### src/rtl/ufqd_pkg.sv
`default_nettype none
package ufqd_pkg;

    localparam int BYTE_W        = 8;
    localparam int POS_W         = 12;
    localparam int MARK_W        = 3;
    localparam int CNT_W         = 5;
    localparam int OUT_TDATA_W   = 32;
    localparam int DEF_MAX_PAIRS = 16;
    localparam int DEF_MAX_LEN   = 4096;
    localparam int RES_DEPTH     = 3;

    // Characters with a meaning in a form body
    localparam logic [BYTE_W-1:0] CH_NUL   = 8'h00;
    localparam logic [BYTE_W-1:0] CH_SPACE = 8'h20;
    localparam logic [BYTE_W-1:0] CH_HASH  = 8'h23;
    localparam logic [BYTE_W-1:0] CH_PCT   = 8'h25;
    localparam logic [BYTE_W-1:0] CH_AMP   = 8'h26;
    localparam logic [BYTE_W-1:0] CH_PLUS  = 8'h2B;
    localparam logic [BYTE_W-1:0] CH_ZERO  = 8'h30;
    localparam logic [BYTE_W-1:0] CH_NINE  = 8'h39;
    localparam logic [BYTE_W-1:0] CH_SEMI  = 8'h3B;
    localparam logic [BYTE_W-1:0] CH_EQ    = 8'h3D;
    localparam logic [BYTE_W-1:0] CH_ALPHA_OFS = 8'd55;  // 'A' - 10

    typedef enum logic [MARK_W-1:0] {
        MK_DATA  = 3'd0,
        MK_KEY   = 3'd1,
        MK_VAL   = 3'd2,
        MK_END   = 3'd3,
        MK_UNREC = 3'd4
    } t_mark;

    typedef enum logic [1:0] {
        ESC_NONE = 2'd0,
        ESC_HIGH = 2'd1,
        ESC_LOW  = 2'd2
    } t_esc;

    typedef struct packed {
        logic [BYTE_W-1:0] out_byte;
        logic [POS_W-1:0]  out_pos;
        t_mark             mark;
        logic [CNT_W-1:0]  pair_count;
        logic              last_of_run;
    } t_result;

    // Digit value, wrapping modulo 256 for anything that is not an uppercase hex digit
    function automatic logic [BYTE_W-1:0] digit_value(input logic [BYTE_W-1:0] c);
        return (c <= CH_NINE) ? (c - CH_ZERO) : (c - CH_ALPHA_OFS);
    endfunction

endpackage
`default_nettype wire

### src/rtl/url_form_query_decoder_top.sv
`default_nettype none
// Form-body decoder: takes one raw byte per cycle on the slave stream and produces decoded
// bytes with their write positions on the master stream. A byte is registered on transfer,
// decoded from that register and its results (none, one, or two when the final byte also
// completes data) are written into a three-entry result queue, whose head drives the
// master stream; each result passes the input register and the queue before it is taken.
// Input is taken every cycle while the queue holds at most one result, which sustains one
// byte per cycle as long as the master side keeps up; the only item with two results is the
// final one, so the queue never limits the rate in steady state.
// After the final terminator all further input is taken and dropped until reset.
// The pair cap register may be written at any time the block is idle.
module url_form_query_decoder_top #(
    parameter int MAX_PAIRS = ufqd_pkg::DEF_MAX_PAIRS,
    parameter int MAX_LEN   = ufqd_pkg::DEF_MAX_LEN
) (
    input  wire                                  i_clk,
    input  wire                                  i_rst_n,
    // configuration: pair cap
    input  wire                                  i_cfg_valid,
    output logic                                 o_cfg_ready,
    input  wire  [ufqd_pkg::CNT_W-1:0]           i_cfg_data,
    // raw body bytes
    input  wire                                  s_axis_tvalid,
    output logic                                 s_axis_tready,
    input  wire  [ufqd_pkg::BYTE_W-1:0]          s_axis_tdata,  // in_byte
    input  wire                                  s_axis_tlast,  // last_byte
    // decoded bytes
    output logic                                 m_axis_tvalid,
    input  wire                                  m_axis_tready,
    output logic [ufqd_pkg::OUT_TDATA_W-1:0]     m_axis_tdata,  // out_byte, out_pos, pair_count
    output logic [ufqd_pkg::MARK_W-1:0]          m_axis_tuser,  // mark
    output logic                                 m_axis_tlast   // last_of_run
);
    import ufqd_pkg::*;

    localparam int PW      = $clog2(MAX_LEN);
    localparam int EXT_W   = PW + POS_W;
    localparam int CAP_LIM = (MAX_PAIRS > 31) ? 31 : MAX_PAIRS;
    localparam int QCNT_W  = $clog2(RES_DEPTH + 1);
    localparam logic [PW-1:0]    POS_LIMIT = PW'(MAX_LEN - 1);
    localparam logic [CNT_W-1:0] CAP_MAX   = CNT_W'(CAP_LIM);

    function automatic logic [PW-1:0] sat_inc(input logic [PW-1:0] p);
        return (p < POS_LIMIT) ? (p + PW'(1)) : p;
    endfunction

    function automatic logic [POS_W-1:0] to_out_pos(input logic [PW-1:0] p);
        logic [EXT_W-1:0] e;
        e = EXT_W'(p);
        return e[POS_W-1:0];
    endfunction

    // configuration
    logic [CNT_W-1:0] r_max_pairs;
    logic [CNT_W-1:0] cap;

    // input register
    logic              r_in_valid;
    logic [BYTE_W-1:0] r_in_byte;
    logic              r_in_last;

    // decoder state
    t_esc              r_esc, n_esc;
    logic [BYTE_W-1:0] r_high, n_high;
    logic [PW-1:0]     r_write_pos, n_write_pos;
    logic [CNT_W-1:0]  r_pairs, n_pairs;
    logic              r_stopped;

    // result queue
    t_result           r_fifo [RES_DEPTH];
    t_result           n_fifo [RES_DEPTH];
    logic [QCNT_W-1:0] r_count, n_count;

    logic              proc;
    logic              pop;
    logic              end_hit;
    logic              emit_a;
    logic [BYTE_W-1:0] a_byte;
    t_mark             a_mark;
    logic [1:0]        n_res;
    t_result           res0, res1;

    assign o_cfg_ready = 1'b1;
    assign cap = (r_max_pairs < CAP_MAX) ? r_max_pairs : CAP_MAX;

    assign pop  = (r_count != '0) && m_axis_tready;
    assign proc = r_in_valid && (r_count <= QCNT_W'(1));
    assign s_axis_tready = !r_in_valid || proc;

    assign end_hit = !r_stopped
                     && (r_in_last || (r_esc == ESC_NONE && r_in_byte == CH_NUL));

    // escape phase next state
    always_comb begin
        n_esc = r_esc;
        if (!r_stopped) begin
            if (end_hit) begin
                n_esc = ESC_NONE;
            end else begin
                case (r_esc)
                    ESC_HIGH: n_esc = ESC_LOW;
                    ESC_LOW:  n_esc = ESC_NONE;
                    default:  n_esc = (r_in_byte == CH_PCT) ? ESC_HIGH : ESC_NONE;
                endcase
            end
        end
    end

    // decode and results
    always_comb begin
        emit_a  = 1'b0;
        a_byte  = '0;
        a_mark  = MK_DATA;
        n_high  = r_high;
        n_pairs = r_pairs;
        if (!r_stopped) begin
            case (r_esc)
                ESC_HIGH: n_high = digit_value(r_in_byte);
                ESC_LOW: begin
                    emit_a = 1'b1;
                    a_byte = {r_high[3:0], 4'b0000} + digit_value(r_in_byte);
                end
                default: begin
                    case (r_in_byte)
                        CH_PLUS: begin
                            emit_a = 1'b1;
                            a_byte = CH_SPACE;
                        end
                        CH_AMP, CH_SEMI: begin
                            emit_a = 1'b1;
                            a_mark = (r_pairs < cap) ? MK_KEY : MK_UNREC;
                        end
                        CH_EQ: begin
                            emit_a = 1'b1;
                            a_mark = MK_VAL;
                            if (r_pairs < cap) begin
                                n_pairs = r_pairs + CNT_W'(1);
                            end
                        end
                        CH_PCT, CH_HASH, CH_NUL: ;
                        default: begin
                            emit_a = 1'b1;
                            a_byte = r_in_byte;
                        end
                    endcase
                end
            endcase
        end

        n_res = {1'b0, emit_a} + {1'b0, end_hit};

        res0.out_byte    = emit_a ? a_byte : '0;
        res0.out_pos     = to_out_pos(r_write_pos);
        res0.mark        = emit_a ? a_mark : MK_END;
        res0.pair_count  = n_pairs;
        res0.last_of_run = !(emit_a && end_hit);

        res1.out_byte    = '0;
        res1.out_pos     = to_out_pos(sat_inc(r_write_pos));
        res1.mark        = MK_END;
        res1.pair_count  = n_pairs;
        res1.last_of_run = 1'b1;

        case (n_res)
            2'd1:    n_write_pos = sat_inc(r_write_pos);
            2'd2:    n_write_pos = sat_inc(sat_inc(r_write_pos));
            default: n_write_pos = r_write_pos;
        endcase
    end

    // queue: shift out at the head, append behind what remains
    always_comb begin
        n_fifo  = r_fifo;
        n_count = r_count;
        if (pop) begin
            for (int i = 0; i < RES_DEPTH - 1; i++) begin
                n_fifo[i] = r_fifo[i+1];
            end
            n_count = r_count - QCNT_W'(1);
        end
        if (proc) begin
            for (int i = 0; i < RES_DEPTH; i++) begin
                if (n_res != 2'd0 && i == int'(n_count)) begin
                    n_fifo[i] = res0;
                end
                if (n_res == 2'd2 && i == int'(n_count) + 1) begin
                    n_fifo[i] = res1;
                end
            end
            n_count = n_count + QCNT_W'(n_res);
        end
    end

    always_ff @(posedge i_clk) begin
        if (!i_rst_n) begin
            r_max_pairs <= CAP_MAX;
            r_in_valid  <= 1'b0;
            r_esc       <= ESC_NONE;
            r_high      <= '0;
            r_write_pos <= '0;
            r_pairs     <= '0;
            r_stopped   <= 1'b0;
            r_count     <= '0;
        end else begin
            if (i_cfg_valid) begin
                r_max_pairs <= i_cfg_data;
            end
            if (s_axis_tvalid && s_axis_tready) begin
                r_in_valid <= 1'b1;
            end else if (proc) begin
                r_in_valid <= 1'b0;
            end
            if (proc) begin
                r_esc       <= n_esc;
                r_high      <= n_high;
                r_write_pos <= n_write_pos;
                r_pairs     <= n_pairs;
                r_stopped   <= r_stopped | end_hit;
            end
            r_count <= n_count;
        end
    end

    // payload: no reset
    always_ff @(posedge i_clk) begin
        if (s_axis_tvalid && s_axis_tready) begin
            r_in_byte <= s_axis_tdata;
            r_in_last <= s_axis_tlast;
        end
        r_fifo <= n_fifo;
    end

    assign m_axis_tvalid = (r_count != '0);
    assign m_axis_tdata  = OUT_TDATA_W'({r_fifo[0].pair_count, r_fifo[0].out_pos,
                                         r_fifo[0].out_byte});
    assign m_axis_tuser  = r_fifo[0].mark;
    assign m_axis_tlast  = r_fifo[0].last_of_run;

endmodule
`default_nettype wire

### config.mk
export PLATFORM = sky130hd
export DESIGN_NAME = url_form_query_decoder_top
export DESIGN_NICKNAME = d
export VERILOG_FILES = /design/src/rtl/ufqd_pkg.sv /design/src/rtl/url_form_query_decoder_top.sv
export SDC_FILE = /design/constraint.sdc
export NUM_CORES = 1
export LEC_CHECK = 0
export CAP_MARGIN = 20
export CORE_UTILIZATION = 40
export CTS_BUF_LIST = sky130_fd_sc_hd__clkbuf_4 sky130_fd_sc_hd__clkbuf_8
export CTS_CLUSTER_DIAMETER = 60
export DETAILED_ROUTE_END_ITERATION = 16
export DONT_BUFFER_PORTS = 1
export GPL_ROUTABILITY_DRIVEN = 0
export HOLD_SLACK_MARGIN = 0.12
export PLACE_DENSITY = 0.67
export SLEW_MARGIN = 0
export SYNTH_ARGS = -nofsm -noshare
export SYNTH_HDL_FRONTEND = slang
export SYNTH_SLANG_ARGS = --single-unit
### constraint.sdc
create_clock -name i_clk -period 4.4 [get_ports i_clk]
set_input_delay 0.44 -clock i_clk [delete_from_list [all_inputs] [get_ports i_clk]]
set_output_delay 0.44 -clock i_clk [all_outputs]
set_load 0.02 [all_outputs]
Word-level counts from Yosys, hierarchy flattened
Index checks and enable logic that the tools add are counted.
Word-level totals
  bits in read-only memories: 0
  input port bits: 19
  output and inout port bits: 39
  bits in latches: 0
  bits in registers: 128
  RAM bits: 0
  memories: 0
Operators by class
  equal/unequal tests: 14
  multiply operators: 0
  div/mod/pow operators: 0
  $lt $le $gt $ge: 6
  shifts and indexed selects: 0
  add/sub/neg operators: 10
  mux-type cells: 36
  reduce and logical (&&, ||, !) cells: 34
  bitwise operators: 2
Operators with widths (number)
  $mux W29: 6
  $mux W87: 1
  $mux W58: 1
  $eq A8 B6 Y1 const B: 6
  $eq A2 B32 Y1 const A: 1
  $logic_not A32 Y1: 1
  $pmux W8 S2: 2
  $mux W5: 5
  $add A12 B1 Y12 const B: 2
  $lt A12 B12 Y1 const B: 2
  $mux W12: 2
  $mux W8: 3
  $pmux W12 S2: 1
  $sub A8 B6 Y8 const B: 2
  $logic_and A1 B1 Y1: 12
  $mux W3: 4
  $reduce_bool A2 Y1: 5
  $add A8 B8 Y8: 1
  $le A8 B6 Y1 const B: 1
  $logic_not A8 Y1: 1
  $mux W2: 3
  $pmux W3 S2: 1
  $reduce_and A2 Y1: 3
  $reduce_or A6 Y1: 1
  other kinds (23): 35

Longest topological paths before layout
Gate-level depths: netlist of run 1.
  depth after elaboration: 11
  depth in mapped cells: 15
  depth with buffers taken out: 14

Least setup slack after synthesis of run 1
No wires, ideal clock.
  path kind: register to register
  from: register r_in_byte[4]
  to: register r_fifo[0] in the netlist's numbering (enable)
  stages on the path, launching flop included: 14
  period minus slack after synthesis: 4326 ps
  setup slack: 74 ps
  setup time: 425 ps
  required time: 3975 ps
  arrival time: 3901 ps
  cell sequence: edfxtp_1 > inv_1 > ha_1 > nor4b_1 > a21boi_0 > o31ai_1 > nand2b_1 > buf_2 > inv_2 > ha_1 > buf_1 > nand2_1 > clkbuf_1 > a21oi_1
On the way
  cells in the longest elaborated chain, start to end: 10
Ends and longest elaborated chain
  start: declaration: RTL line url_form_query_decoder_top.sv:59  | logic [BYTE_W-1:0] r_in_byte;
  start signal: assignment: RTL line url_form_query_decoder_top.sv:227  | r_in_byte <= s_axis_tdata;
  $eq A8 B6 Y1 / $logic_not A8 Y1 (equally long branches): RTL line url_form_query_decoder_top.sv:124, url_form_query_decoder_top.sv:91
  $reduce_or A3 Y1
  $mux W1: RTL line url_form_query_decoder_top.sv:124  | case (r_in_byte)
  $pmux W1 S2: RTL line url_form_query_decoder_top.sv:117  | case (r_esc)
  $mux W1: RTL line url_form_query_decoder_top.sv:116  | if (!r_stopped) begin
  $add A1 B1 Y2 *: RTL line url_form_query_decoder_top.sv:150  | n_res = {1'b0, emit_a} + {1'b0, end_hit};
  $eq A2 B2 Y1 / $reduce_bool A2 Y1 (equally long branches)
  $logic_and A1 B1 Y1, on equally long branches: RTL line url_form_query_decoder_top.sv:186, url_form_query_decoder_top.sv:183
  $reduce_bool A2 Y1 (no source line) *
  $reduce_and A2 Y1 (no source line) *
  end signal: assignment: RTL line url_form_query_decoder_top.sv:230  | r_fifo <= n_fifo;
  end: declaration: RTL line url_form_query_decoder_top.sv:70  | t_result r_fifo [RES_DEPTH];
Every way passes the cells marked *; elsewhere a longest branch is shown, timed or not.
A chain may end at the register's enable or synchronous reset.

Worst setup path in the final report of run 1
  from: register r_in_byte[4]
  to: register r_write_pos[8]
On the way
  cells in the longest elaborated chain, start to end: 9
Ends and longest elaborated chain
  $eq A8 B6 Y1 / $logic_not A8 Y1 (equally long branches): RTL line url_form_query_decoder_top.sv:124, url_form_query_decoder_top.sv:91
  $reduce_or A3 Y1
  $mux W1: RTL line url_form_query_decoder_top.sv:124
  $pmux W1 S2: RTL line url_form_query_decoder_top.sv:117
  $mux W1: RTL line url_form_query_decoder_top.sv:116
  $add A1 B1 Y2 *: RTL line url_form_query_decoder_top.sv:150
  $eq A2 B2 Y1 / $eq A2 B1 Y1 (equally long branches)
  $reduce_bool A2 Y1 (no source line)
  $reduce_and A2 Y1 (no source line)
  end signal: assignment: RTL line url_form_query_decoder_top.sv:216  | r_write_pos <= n_write_pos;
  end: declaration: RTL line url_form_query_decoder_top.sv:65  | logic [PW-1:0] r_write_pos, n_write_pos;
Marks and branches as above.

==> results.tsv, run 1 <==
metric	value	unit
#FFs+latches synth	128	
Layout Nets	876	
setup ws final	0.596	ns
Worst Path Max Fanout	10	
final hold violations	0	
minimum clock period	3.80	ns
Rows	48	
DRC errors left	0	
RSZ-0062 raised after global routing	no	
Worst Hold Class	input port to flop	
Max VDD drop	0.331	mV
Max Cap Viol	0	
Synth area leader	dfxtp_1	
grt met3 use	0.0478	
ratio of cells with drive above 1 in the final layout	0.0810	
most used routing layer	met1	
number of buffers created by CTS	17	
Pwr Density	552	nW/µm²
Boundary Pins	58	
Syn Area/Cell	8.43	µm²
CTS root buf	clkbuf_8	
most frequent cells in the layout	176 x nand2_1, 90 x dfxtp_1, 69 x nor2_1	
final core utilization	0.441	
clock skew	0.0137	ns
Final ANT Viol Nets	0	
die extent in x	137	µm
Design Power	4.27	mW
synth warn	0	
Slew HR	0.432	
Max Fclk	263	MHz
Critical Path RT	4.75	ns
largest net degree at the start of global routing	60	
design area	7730	µm²
fin crit share	0.865	
Post-synth EDFFs	38	
clk slew on worst S/H paths	0.08	ns
cells along the critical path	inv_1 > ha_1 > nor4b_1 > buf_4 > a21boi_0 > o31ai_1 > nand2b_1 > inv_2 > ha_1 > o2111ai_1 > or3_1 > nor4_1 > mux2_2 > o31ai_1	
Mapped Cells	861	
met1 GRT Util	0.283	
first-pass GRT wire length	27500	µm
Most used DFF post-synth	dfxtp_1	
Buf/Inv on CP	3	
worst skew pair latency	0.45	ns
initial core utilization	0.414	
Crit path largest cell delay	0.47	ns
Final setup violation count	0	
Tot GR Track Use	0.190	
cell area after synthesis	7260	µm²
CP top delay family	simple AND/OR/NAND/NOR gates	
CP Data Arrival Time	4.15	ns
GRT met2 Usage	0.266	
initial antenna violation count	0	
Ant. Diodes	0	
Max H-tree Level	4	
worst hold slack	0.144	ns
I/O Buffers	0	
Area contributors post-synth	dfxtp_1 25%, edfxtp_1 16%, nand2_1 9.1%	
crit start category	flop	
critical path type	flop to flop	
TritonCTS clock tree	done	
GRT overflow	0	
vias per cell	5.43	
result of the run	finished, final reports clean	
Final Slew Violations	0	
via count	5780	
Starting DRT DRC Count	483	
setup repair bufs after CTS	0	
area of the die	18700	µm²
Place WS	0.544	ns
Total Wirelength	16800	µm
Area Growth Syn to Fin	6.57	%
Final TNS setup	0	ns
Core Area	17500	µm²
Synth cell types	77	
CTS Buffer Depth	2	
WL per Instance	15.8	µm
Clock Sinks	128	
register area share after synthesis	0.405	
Async SR Flop Fraction	0	
leak pwr	3.07	nW
drt first pass iters	5	
placed cells	1014	
Worst Tran Pin Value	0.852	ns
final cell count without fillers	1065	
Yosys top cell area share	0.248	
hpwl dp	11800	µm
Worst Setup End Kind	flop	
via count of the first global-routing pass	5330	
commonest non-fill, non-tap cell in the layout	nand2_1	
flop2flop setup slack	0.60	ns
Die Y	137	µm
Post-Place Cell Area	7180	µm²
slowest CP cell	edfxtp_1	
## state kept, by name, indices dropped and copies added (netlist names)
register,cells
r_in_byte,8
r_fifo,58
r_in_last,1
r_max_pairs,5
r_in_valid,1
r_pairs,5
r_count,2
r_esc,2
m_axis_tlast,1
r_high,4
r_stopped,1
r_write_pos,12
m_axis_tdata,25
m_axis_tuser,3
## where the power goes
| group | switching [mW] | total, mW | internal (mW) | leakage [nW] |
|---|---|---|---|---|
| clock network | 0.510 | 0.938 | 0.428 | 0.181 |
| registers | 0.378 | 1.96 | 1.58 | 1.10 |
| logic | 0.835 | 1.37 | 0.536 | 1.79 |
| total | 1.72 | 4.27 | 2.55 | 3.07 |
## path summary, 6_finish.rpt
check / from / to / cells after the start
worst min register to register: r_fifo[44]$_DFF_P_ / m_axis_tdata[14]$_DFF_P_ / 2
worst min-delay path: i_cfg_valid / r_max_pairs[1]$_SDFFE_PN0P_ / 2
worst max-delay path: r_in_byte[4]$_DFFE_PP_ / r_write_pos[8]$_SDFFE_PN0P_ / 14
worst max register to register: r_in_byte[4]$_DFFE_PP_ / r_write_pos[8]$_SDFFE_PN0P_ / 14
## Yosys cell counts, drive strengths merged, types with 2 or more instances
cell	count
buf	49
a211oi	6
nor2	69
o22ai	15
o211ai	7
nand2	178
a21boi	3
nand3	24
a21o	4
a21oi	32
nor2b	3
o22a	2
xor2	13
conb	2
a31o	3
mux2i	24
a31oi	27
ha	29
mux2	3
o21ai	47
nand2b	8
nand3b	2
xnor2	15
and2	8
o2111ai	4
o31ai	5
or4	4
edfxtp	38
and3	11
nor3	7
o211a	3
nor4	4
inv	30
dfxtp	90
clkbuf	39
or3	5
nand4	6
o32ai	2
o21a	5
a32oi	16
o21bai	2
## per-layer routing
layer / share of wire / vias to the layer above / routed length [µm]
met3: 0.066 / 16 / 1120
li1: - / 2922 / -
met5: 0 / - / 0
met2: 0.41 / 180 / 6820
met1: 0.52 / 2662 / 8680
met4: 0.012 / 0 / 209
## timing repair
action,in CTS,in global routing
endpoints found under the hold margin,16,2
resized for setup,0,0
hold buffers,16,2
## final cells by class
| class | count | area [µm²] |
|---|---|---|
| clock buffer | 19 | 262 |
| clock inverter | 13 | 103 |
| tap | 225 | 282 |
| sequential | 128 | 2940 |
| inverter | 30 | 113 |
| timing repair buffer | 29 | 275 |
| fill | 1716 | 9800 |
| multi-input combinational | 621 | 3760 |
## cells by family (layout without fill, tap and decap cells)
| group | count (synthesis) | count (layout) | share of synthesized area |
|---|---|---|---|
| buffers and inverters | 118 | 91 | 0.0824 |
| other | 2 | 8 | 0.00103 |
| muxes | 27 | 27 | 0.0378 |
| adders and majority gates | 30 | 30 | 0.0527 |
| DFF | 128 | 128 | 0.405 |
| xor gates and xnor gates | 28 | 28 | 0.0338 |
| AOI/OAI and AO/OA | 193 | 193 | 0.179 |
| and+or+nand+nor | 335 | 335 | 0.208 |
Note: power is estimated with default switching activity, not from simulation.
==> inputs of run 2 (changes only) <==
--- a/config.mk
+++ b/config.mk
@@ -5,15 +5,14 @@
 export SDC_FILE = /design/constraint.sdc
 export NUM_CORES = 1
 export LEC_CHECK = 0
-export CAP_MARGIN = 20
-export CORE_UTILIZATION = 40
+export CORE_UTILIZATION = 30
 export CTS_BUF_LIST = sky130_fd_sc_hd__clkbuf_4 sky130_fd_sc_hd__clkbuf_8
 export CTS_CLUSTER_DIAMETER = 60
 export DETAILED_ROUTE_END_ITERATION = 16
 export DONT_BUFFER_PORTS = 1
 export GPL_ROUTABILITY_DRIVEN = 0
 export HOLD_SLACK_MARGIN = 0.12
-export PLACE_DENSITY = 0.67
+export PLACE_DENSITY = 0.56
 export SLEW_MARGIN = 0
 export SYNTH_ARGS = -nofsm -noshare
 export SYNTH_HDL_FRONTEND = slang
==> results.tsv, run 2 (synthesis gave the netlist of run 1 again) <==
metric	value	unit
Area Growth Syn to Fin	8.90	%
Max H-tree Level	4	
Clock Sinks	128	
worst skew pair latency	0.45	ns
critical path type	flop to flop	
hold path depth	2	
die extent in x	158	µm
Pwr Density	565	nW/µm²
CP Data Arrival Time	4.30	ns
drt first pass iters	5	
RSZ-0062 raised after global routing	no	
Total Wirelength	17800	µm
CTS root buf	clkbuf_8	
I/O Buffers	0	
Final setup violation count	0	
flop2flop setup slack	0.39	ns
Post-Place Cell Area	7320	µm²
minimum clock period	4.01	ns
Max VDD drop	0.174	mV
grt met3 use	0.0407	
Slew HR	0.200	
first-pass GRT wire length	29300	µm
Boundary Pins	58	
clock skew	0.00889	ns
Worst Tran Pin Value	1.20	ns
fin crit share	0.912	
area of the die	24800	µm²
Max Fclk	249	MHz
clk slew on worst S/H paths	0.08	ns
Most flops, register	r_fifo	
result of the run	finished, final reports clean	
R2R cell count	13	
TritonCTS clock tree	done	
leak pwr	3.11	nW
Starting DRT DRC Count	371	
most used routing layer	met1	
design area	7900	µm²
hpwl dp	12600	µm
Tot GR Track Use	0.152	
max reg flops	58	
via count	5878	
Max Cap Viol	0	
Worst Hold Class	input port to flop	
WL per Instance	15.4	µm
Worst Setup End Kind	flop	
Rows	56	
vias per cell	5.08	
DRC errors left	0	
Final Slew Violations	0	
slowest CP cell	nor4b_1	
Hold Startpoint	i_rst_n	
initial core utilization	0.307	
via count of the first global-routing pass	5413	
Design Power	4.47	mW
Final TNS setup	0	ns
Reg-to-Reg Start	r_in_byte[4]$_DFFE_PP_	
Ant. Diodes	0	
Critical Path RT	4.69	ns
commonest non-fill, non-tap cell in the layout	nand2_1	
initial antenna violation count	0	
largest net degree at the start of global routing	60	
met1 GRT Util	0.222	
filler instances	2452	
R2R Path End	r_fifo[31]$_DFF_P_	
Crit path largest cell delay	0.75	ns
GRT overflow	0	
CTS Buffer Depth	2	
cells along the critical path	inv_1 > ha_1 > nor4b_1 > a21boi_0 > o31ai_1 > nand2b_1 > inv_2 > ha_1 > and3_1 > o21ai_1 > buf_4 > and3_1 > a21oi_1	
most frequent cells in the layout	176 x nand2_1, 90 x dfxtp_1, 69 x nor2_1	
Worst Path Max Fanout	21	
launch point of the worst path	r_in_byte[4]$_DFFE_PP_	
crit start category	flop	
ratio of cells with drive above 1 in the final layout	0.0822	
number of buffers created by CTS	17	
Die Y	158	µm
Core Area	23600	µm²
Layout Nets	875	
final hold violations	0	
# resized after CTS	0	
Final ANT Viol Nets	0	
GRT met2 Usage	0.213	
hold endpoint	r_write_pos[8]$_SDFFE_PN0P_	
run 2: changes by cell type in the layout (fill, tap and decap cells not counted), sizes merged:
| cell | before | now |
|---|---|---|
| clkinvlp | 3 | 0 |
| clkinv | 5 | 2 |
| dlygate4sd3 | 18 | 16 |
| clkbuf | 19 | 21 |
| bufinv | 0 | 3 |
| buf | 11 | 12 |
| inv | 35 | 36 |
run 2: final cells by class:
type,count,area (µm²),share of cell area
inverter,30,113,0.0142
clock buffer,21,277,0.0350
multi-input combinational,621,3760,0.476
sequential,128,2940,0.372
timing repair buffer,28,263,0.0332
tap,319,399,0.0505
clock inverter,11,151,0.0192
run 2: worst max-delay path by stage:
stage / end / slack (ns) / cells past startpoint
finish: r_fifo[31]$_DFF_P_ / 0.39 / 13
detailed placement: r_fifo[32]$_DFF_P_ / 0.48 / 13
global placement: r_fifo[34]$_DFF_P_ / 0.57 / 13
floorplan: r_fifo[0]$_SDFFCE_PP1P_ / 0.07 / 13
CTS: r_fifo[31]$_DFF_P_ / 0.40 / 13
global route: r_fifo[57]$_DFF_P_ / 0.04 / 10
run 2: stage by stage:
step	hold WS (ns)	util	setup slack [ns]	instances
after global placement	0.458	0.310	0.570	1110
after CTS	0.123	0.335	0.405	1158
after detailed placement	0.465	0.310	0.484	1110
after floorplan	0.448	-	0.0744	867
final	0.147	0.335	0.387	1158
after global routing	0.136	0.335	0.0412	1158
run 2: routing by layer:
metal | vias to the layer above | wire length, µm
met5 | - | 0
met2 | 153 | 7210
met1 | 2783 | 9380
li1 | 2921 | -
met4 | 0 | 238
met3 | 21 | 995
run 2: what timing repair did:
action,4_1_cts,5_1_grt
setup endpoints to repair,0,0
buffers inserted,0,0
hold buffers,16,0
endpoints found under the hold margin,20,0
run 2: where the power goes:
group          switching, mW  internal (mW)  total, mW
Sequential             0.373           1.58       1.96
Clock                  0.510          0.612       1.12
Combinational          0.850          0.538       1.39
run 2: critical path, delay by kind of cell, from the launching register on:
| kind | cells | cell delay (ns) |
|---|---|---|
| buf+inv | 3 | 0.59 |
| flops | 1 | 0.49 |
| fa+ha+maj | 2 | 0.57 |
| compound gates | 4 | 0.62 |
| simple gates | 4 | 1.59 |
==> inputs of run 3 (changes only) <==
--- a/config.mk
+++ b/config.mk
@@ -11,6 +11,7 @@
 export DETAILED_ROUTE_END_ITERATION = 16
 export DONT_BUFFER_PORTS = 1
 export GPL_ROUTABILITY_DRIVEN = 0
+export GPL_TIMING_DRIVEN = 0
 export HOLD_SLACK_MARGIN = 0.12
 export PLACE_DENSITY = 0.56
 export SLEW_MARGIN = 0
==> results.tsv, run 3 (synthesis gave the netlist of run 1 again) <==
metric	value	unit
initial core utilization	0.307	
ratio of cells with drive above 1 in the final layout	0.117	
Total Wirelength	19200	µm
final core utilization	0.351	
crit start category	flop	
drt first pass iters	7	
commonest non-fill, non-tap cell in the layout	nand2_1	
CP top delay family	buffers and inverters	
filler instances	2466	
Boundary Pins	58	
Worst Tran Pin Value	0.806	ns
fin crit share	0.897	
Worst Path Max Fanout	10	
vias per cell	4.93	
Layout Nets	953	
Rows	56	
Pwr Density	553	nW/µm²
Final ANT Viol Nets	0	
Tot GR Track Use	0.162	
initial antenna violation count	0	
CTS root buf	clkbuf_8	
via count	6096	
slowest CP cell	edfxtp_1	
Crit path largest cell delay	0.47	ns
register area	2940	µm²
Max Cap Viol	0	
critical path type	flop to flop	
Worst Setup End Kind	flop	
Max H-tree Level	4	
I/O Buffers	0	
minimum clock period	3.95	ns
first-pass GRT wire length	31000	µm
Most flops, register	r_fifo	
via count of the first global-routing pass	5787	
CTS Buffer Depth	2	
Max VDD drop	0.161	mV
leak pwr	3.32	nW
largest net degree at the start of global routing	17	
max reg flops	58	
WL per Instance	15.5	µm
most frequent cells in the layout	176 x nand2_1, 90 x dfxtp_1, 69 x nor2_1	
Worst Hold Class	input port to flop	
DRC errors left	0	
Multi-input gate area	3760	µm²
design area	8290	µm²
area of the die	24800	µm²
number of buffers created by CTS	17	
Final Slew Violations	0	
final hold violations	0	
Final setup violation count	0	
TritonCTS clock tree	done	
clock skew	0.0118	ns
Area Growth Syn to Fin	14.3	%
Slew HR	0.456	
GRT overflow	0	
CP Data Arrival Time	4.15	ns
Final TNS setup	0	ns
cells along the critical path	inv_1 > ha_1 > nor4b_2 > a21boi_0 > o31ai_1 > nand2b_1 > buf_2 > inv_2 > ha_1 > buf_1 > inv_1 > nor2_1 > clkbuf_2 > o21ai_0	
Critical Path RT	4.60	ns
Die Y	158	µm
Ant. Diodes	0	
clk slew on worst S/H paths	0.08	ns
Buf/Inv on CP	6	
RSZ-0062 raised after global routing	no	
Max Fclk	253	MHz
hpwl dp	14600	µm
result of the run	finished, final reports clean	
worst skew pair latency	0.47	ns
Clock Sinks	128	
Post-Place Cell Area	7720	µm²
die extent in x	158	µm
Core Area	23600	µm²
Starting DRT DRC Count	351	
[run 3: path summary, 6_finish.rpt]
check / endpoint / depth (start not counted) / slack [ns] / startpoint
setup / recovery: r_fifo[20]$_DFFE_PP_ / 14 / 0.45 / r_in_byte[4]$_DFFE_PP_
hold / removal: r_count[0]$_SDFF_PN0_ / 2 / 0.35 / i_rst_n
setup reg to reg: r_fifo[20]$_DFFE_PP_ / 14 / 0.45 / r_in_byte[4]$_DFFE_PP_
hold reg to reg: m_axis_tuser[1]$_DFF_P_ / 2 / 0.48 / r_fifo[36]$_DFF_P_
[run 3: area by class of cell]
class                      count  share of cell area
buffer                        87              0.0584
clock buffer                  17              0.0282
clock inverter                15              0.0174
inverter                      30              0.0136
multi-input combinational    621               0.454
sequential                   128               0.355
tap                          319              0.0481
timing repair buffer          19              0.0256
[run 3: metal layers]
layer / vias up / GRT usage / part of all wire
li1: 3073 / - / -
met1: 2841 / 0.222 / 0.48
met2: 166 / 0.250 / 0.44
met3: 16 / 0.0441 / 0.063
met4: 0 / 0.0439 / 0.014
met5: - / 0 / 0
[run 3: timing repair]
item                                    CTS  global route
cloned                                    0             0
hold buffers                             15             0
endpoints found under the hold margin    15             0
gates resized for setup                   1             5
endpoints found under the setup margin   16            42
setup buffers                             0             3
pin swaps                                 0             1
[run 3: through the flow]
step           instances  total power, mW  setup slack, ns  hold WS (ns)
4_1_cts             1234             4.61           0.0132         0.335
3_3_place_gp        1186             3.56            -1.71         0.458
3_5_place_dp        1187             3.60           -0.110         0.468
5_1_grt             1236             4.92           0.0479         0.338
6_report            1236             4.59            0.453         0.351
2_1_floorplan        867             3.15           0.0744         0.448
[run 3: power by group]
part / leakage, nW / switching, mW / internal (mW) / total [mW]
clock network: 0.189 / 0.572 / 0.418 / 0.990
registers: 1.10 / 0.187 / 1.58 / 1.77
logic: 2.02 / 1.13 / 0.700 / 1.83
total: 3.32 / 1.89 / 2.70 / 4.59
